**src/multilevel_queue_scheduler_macros.svh**
```systemverilog
// assertion macros for the multilevel queue scheduler
`ifndef MULTILEVEL_QUEUE_SCHEDULER_MACROS_SVH
`define MULTILEVEL_QUEUE_SCHEDULER_MACROS_SVH

`ifndef SYNTHESIS

// condition that must hold at every clock edge out of reset
`define MLQ_ASSERT_HOLD(lbl, cond, msg) \
  lbl: assert property (@(posedge clk) disable iff (!rst_n) (cond)) else $error(msg);

// antecedent implies consequent on the same edge
`define MLQ_ASSERT_SAME(lbl, ante, cons, msg) \
  lbl: assert property (@(posedge clk) disable iff (!rst_n) (ante) |-> (cons)) else $error(msg);

// antecedent implies consequent on the next edge
`define MLQ_ASSERT_NEXT(lbl, ante, cons, msg) \
  lbl: assert property (@(posedge clk) disable iff (!rst_n) (ante) |=> (cons)) else $error(msg);

`else

`define MLQ_ASSERT_HOLD(lbl, cond, msg)
`define MLQ_ASSERT_SAME(lbl, ante, cons, msg)
`define MLQ_ASSERT_NEXT(lbl, ante, cons, msg)

`endif

`endif

```
**src/mlq_pkg.sv**
```systemverilog
// types and constants shared by the multilevel queue scheduler
package mlq_pkg;

  // item codes
  localparam logic FUNC_ARRIVE = 1'b0;
  localparam logic FUNC_TICK   = 1'b1;

  // result status codes
  localparam logic [2:0] STS_ACCEPTED  = 3'd0;
  localparam logic [2:0] STS_REJECTED  = 3'd1;
  localparam logic [2:0] STS_IDLE_TICK = 3'd2;
  localparam logic [2:0] STS_RAN       = 3'd3;
  localparam logic [2:0] STS_FINISHED  = 3'd4;

  // internal class index (queue number)
  localparam logic [1:0] CLS_HIGH = 2'd0;
  localparam logic [1:0] CLS_MID  = 2'd1;
  localparam logic [1:0] CLS_LOW  = 2'd2;
  localparam int         NCLASS   = 3;

  localparam logic [31:0] TIME_MAX = 32'hFFFF_FFFF;

  typedef struct packed {
    logic        func;
    logic [5:0]  proc_id;
    logic [15:0] burst_len;
    logic [1:0]  class_level;
  } in_item_t;

  typedef struct packed {
    logic [2:0]  status;
    logic [5:0]  run_id;
    logic [31:0] time_now;
    logic        first_run;
    logic [31:0] response_time;
    logic [31:0] turnaround_time;
    logic [31:0] waiting_time;
  } out_item_t;

  // one process table entry
  typedef struct packed {
    logic [31:0] arrival;
    logic [15:0] burst;
    logic [15:0] remaining;
    logic [1:0]  cls;
  } proc_entry_t;

  typedef enum logic [1:0] {
    S_IDLE,
    S_QWAIT,
    S_TWAIT,
    S_FIN
  } state_t;

  // controller to datapath commands
  typedef struct packed {
    logic arrive;
    logic idle_tick;
    logic pop;
    logic tbl_rd;
    logic exec;
    logic fin;
  } cmd_t;

  // datapath to controller status
  typedef struct packed {
    logic queues_empty;
  } stat_t;

endpackage

```
**src/mlq_ctrl.sv**
```systemverilog
// controller state machine of the multilevel queue scheduler
module mlq_ctrl (
  input  logic          clk,
  input  logic          rst_n,
  input  logic          start,
  input  logic          func,
  input  mlq_pkg::stat_t stat,
  output logic          busy,
  output mlq_pkg::cmd_t cmd
);
  import mlq_pkg::*;

  state_t state_r, state_nxt;
  logic   take;

  assign take = start && (state_r == S_IDLE);

  // state register
  always_ff @(posedge clk) begin
    if (!rst_n) begin
      state_r <= S_IDLE;
    end else begin
      state_r <= state_nxt;
    end
  end

  // next state
  always_comb begin
    state_nxt = state_r;
    case (state_r)
      S_IDLE: begin
        if (take && func == FUNC_TICK && !stat.queues_empty) begin
          state_nxt = S_QWAIT;
        end
      end
      S_QWAIT: state_nxt = S_TWAIT;
      S_TWAIT: state_nxt = S_FIN;
      S_FIN:   state_nxt = S_IDLE;
      default: state_nxt = S_IDLE;
    endcase
  end

  // outputs
  always_comb begin
    cmd  = '0;
    busy = 1'b1;
    case (state_r)
      S_IDLE: begin
        busy          = 1'b0;
        cmd.arrive    = take && func == FUNC_ARRIVE;
        cmd.idle_tick = take && func == FUNC_TICK && stat.queues_empty;
        cmd.pop       = take && func == FUNC_TICK && !stat.queues_empty;
      end
      S_QWAIT: cmd.tbl_rd = 1'b1;
      S_TWAIT: cmd.exec   = 1'b1;
      S_FIN:   cmd.fin    = 1'b1;
      default: busy = 1'b1;
    endcase
  end

endmodule

```
**config.mk**
```make
export PLATFORM = sky130hd
export DESIGN_NAME = mlq_ctrl
export DESIGN_NICKNAME = d
export VERILOG_FILES = /design/src/multilevel_queue_scheduler_macros.svh /design/src/mlq_pkg.sv /design/src/mlq_ctrl.sv
export SDC_FILE = /design/constraint.sdc
export NUM_CORES = 1
export LEC_CHECK = 0
export BUFFER_PORTS_ARGS = -buffer_cell sky130_fd_sc_hd__buf_2
export CAP_MARGIN = 10
export CORE_AREA = 3 3 40 42
export CTS_BUF_LIST = sky130_fd_sc_hd__clkbuf_16
export CTS_CLUSTER_SIZE = 12
export DETAILED_ROUTE_END_ITERATION = 10
export DIE_AREA = 0 0 43 45
export PLACE_DENSITY = 0.32
export SKIP_LAST_GASP = 1
export SLEW_MARGIN = 20
export SYNTH_ARGS = -nofsm -noshare
export SYNTH_HDL_FRONTEND = slang
export SYNTH_SLANG_ARGS = --single-unit
```
**constraint.sdc**
```tcl
create_clock -name clk -period 1.7 [get_ports clk]
set_input_delay 0.17 -clock clk [delete_from_list [all_inputs] [get_ports clk]]
set_output_delay 0.17 -clock clk [all_outputs]
set_load 0.1 [all_outputs]
```
==> reports/results.ini <==
[setup_path]
critPathKind=reg -> out
critPathRequiredTime_ns=1.53
cpLargestDelayFamily=flip-flops
worstPathMaxFanout=5
arrival_ns=1.37
endpoint_kind=primary output
path_buf_inv=2
crit_chain=inv_1 > ha_1 > nand2_1 > nor2_1 > buf_12
slowest_delay_ns=0.33
cp_slowest_cell=dfxtp_1
startpoint_type=flip-flop

[floorplanning]
start_util=0.129
dieArea_um2=1940
fp.coreArea_um2=1280
row_count=13
io_pins=12
die_w_um=43
die_h_um=45

[cts]
tritoncts=built
clock-root-buffer=clkbuf_16
htreeDepth=1
cts_num_sinks=2
post_cts_resize_count=0
cts_buffer_depth=2
cts_hold_buffers=0
clk-insertion-delay-late_ns=0.22
clk_pin_slew_worst_paths_ns=0.03
cts_made_buffers=3
postCtsSetupBuffers=0

[finish]
drive_gt1_frac=0.471
fin_area_um2=374
largest_reg_flops=2
diodes=0
max_flop_register=state_r
finish.utilization=0.291
top_regs=state_r x2
syn2layout_area_growth_pct=127
nets=45

[timing]
clock_skew_ns=0.000446
finalHoldViolations=0
setup_viol=0
fmax_mhz=649
fin_crit_sh=0.906
fin_tns_setup_ns=0
tightest_slew_ns=0.485
max_slew_margin=0.679
finalMaxSlewViolations=0
min_period_ns=1.54
worst_slack_ns=0.160
rsz0062_at_grt=no

[routing]
drt_first_pass_iters=4
drt_iter0_markers=2
detail_route.vias_per_cell=3.69
ant_nets=0
wl_per_cell_um=9.02
routed_wl_um=442
drc=0
dr_total_vias=181

[synthesis]
yosys.cell_types.count=11
synthCells=20
syn_avg_cell_area_um2=8.26
synth-seq-cells=2
ys_seq_area_frac=0.242
synth_nets=29
yosys_warnings=0
syn_area_um2=165

[place]
io_buffers=11
routabilityCongestion=0.648
dp_slack_ns=0.364
dp_hpwl_um=357
dpl_cell_area_um2=299

[global_route]
grt_overflow=0
grt_pass1_vias=220
grt_max_degree=6
antenna_found_initial=0
grt_pass1_wl_um=834
grt_usage=0.0657

[pwr]
swShare=0.452
power.share.sequential=0.086
p_clk_frac=0.397
p_leak_nw=0.182
p_int_uw=483
peakVddDrop_uv=547
pwr-share-comb=0.518
switchingPower_uw=399
p_per_area_nw_per_um2=2360
total_power_uw=883

[min_path]
hold_path_class=in -> reg

[job]
maxCapViolCount=0

[status]
outcome=completed

## cell type report
cell class              instances  area, um^2
repair buffers                 11         115
well taps                      15        18.8
clock buffers                   3        75.1
multi-input cells              15         114
fillers                       140         911
inverters                       3        11.3
flip-flops and latches          2        40.0
## cell usage in the layout (no fill, tap or decap)
cell type | netlist | routed
ha_1 | 4 | 4
clkbuf_16 | 0 | 3
nor2_2 | 1 | 1
o21ai_0 | 1 | 1
and4b_4 | 1 | 1
nor2_1 | 2 | 2
a21oi_1 | 1 | 1
inv_1 | 3 | 3
buf_2 | 0 | 7
buf_12 | 0 | 4
o31ai_1 | 1 | 1
nand2_1 | 3 | 3
dfxtp_1 | 2 | 2
o211ai_1 | 1 | 1
## power groups by stage
stage | Clock (mW) | Combinational (mW) | Sequential [mW]
after global placement | 0 | 0.461 | 0.0779
final | 0.350 | 0.457 | 0.0755
after global routing | 0.363 | 0.486 | 0.0780
after CTS | 0.356 | 0.460 | 0.0761
after detailed placement | 0 | 0.460 | 0.0766
after floorplan | 0 | 0.340 | 0.0735
## cells by family (layout without fill, tap and decap cells)
logic type,Yosys count,in the layout,synth area share
fa+ha+maj,4,4,0.303
buf+inv,3,17,0.0682
simple gates,7,7,0.235
compound gates,4,4,0.151
flops,2,2,0.242
## final timing paths
| path | from | endpoint | slack [ns] | cells after the start |
|---|---|---|---|---|
| worst min-delay path | rst_n | state_r[0]$_SDFFE_PN0P_ | 0.23 | 3 |
| worst max-delay path | state_r[0]$_SDFFE_PN0P_ | cmd[4] | 0.16 | 5 |
| worst max register to register | state_r[0]$_SDFFE_PN0P_ | state_r[1]$_SDFFE_PN0P_ | 0.37 | 5 |
| worst min register to register | state_r[1]$_SDFFE_PN0P_ | state_r[1]$_SDFFE_PN0P_ | 0.50 | 2 |
## metal layers
layer / track usage / share of wire / up-vias / wire, um
met3: 0.0319 / 0.090 / 0 / 40
met5: 0 / 0 / - / 0
li1: - / - / 94 / -
met4: 0.108 / 0 / 0 / 0
met2: 0.0778 / 0.49 / 8 / 217
met1: 0.0649 / 0.42 / 79 / 184
## tightest hold or removal path, cell delays in order
cell     delay [ns]
buf_2          0.11
o21ai_0        0.07
a21oi_1        0.04
## synthesized netlist by cell type
master | count | share of area
a21oi_1 | 1 | 0.030
o21ai_0 | 1 | 0.030
nor2_2 | 1 | 0.038
o31ai_1 | 1 | 0.045
inv_1 | 3 | 0.068
ha_1 | 4 | 0.30
nand2_1 | 3 | 0.068
dfxtp_1 | 2 | 0.24
nor2_1 | 2 | 0.045
o211ai_1 | 1 | 0.045
and4b_4 | 1 | 0.083
## metrics by stage
| step | hold slack (ns) | instances |
|---|---|---|
| 3_3_place_gp | 0.442 | 46 |
| 4_1_cts | 0.223 | 49 |
| 5_1_grt | 0.257 | 49 |
| 3_5_place_dp | 0.450 | 46 |
| 2_1_floorplan | 0.308 | 20 |
| 6_report | 0.225 | 49 |
Power figures use the tool's default switching activity.
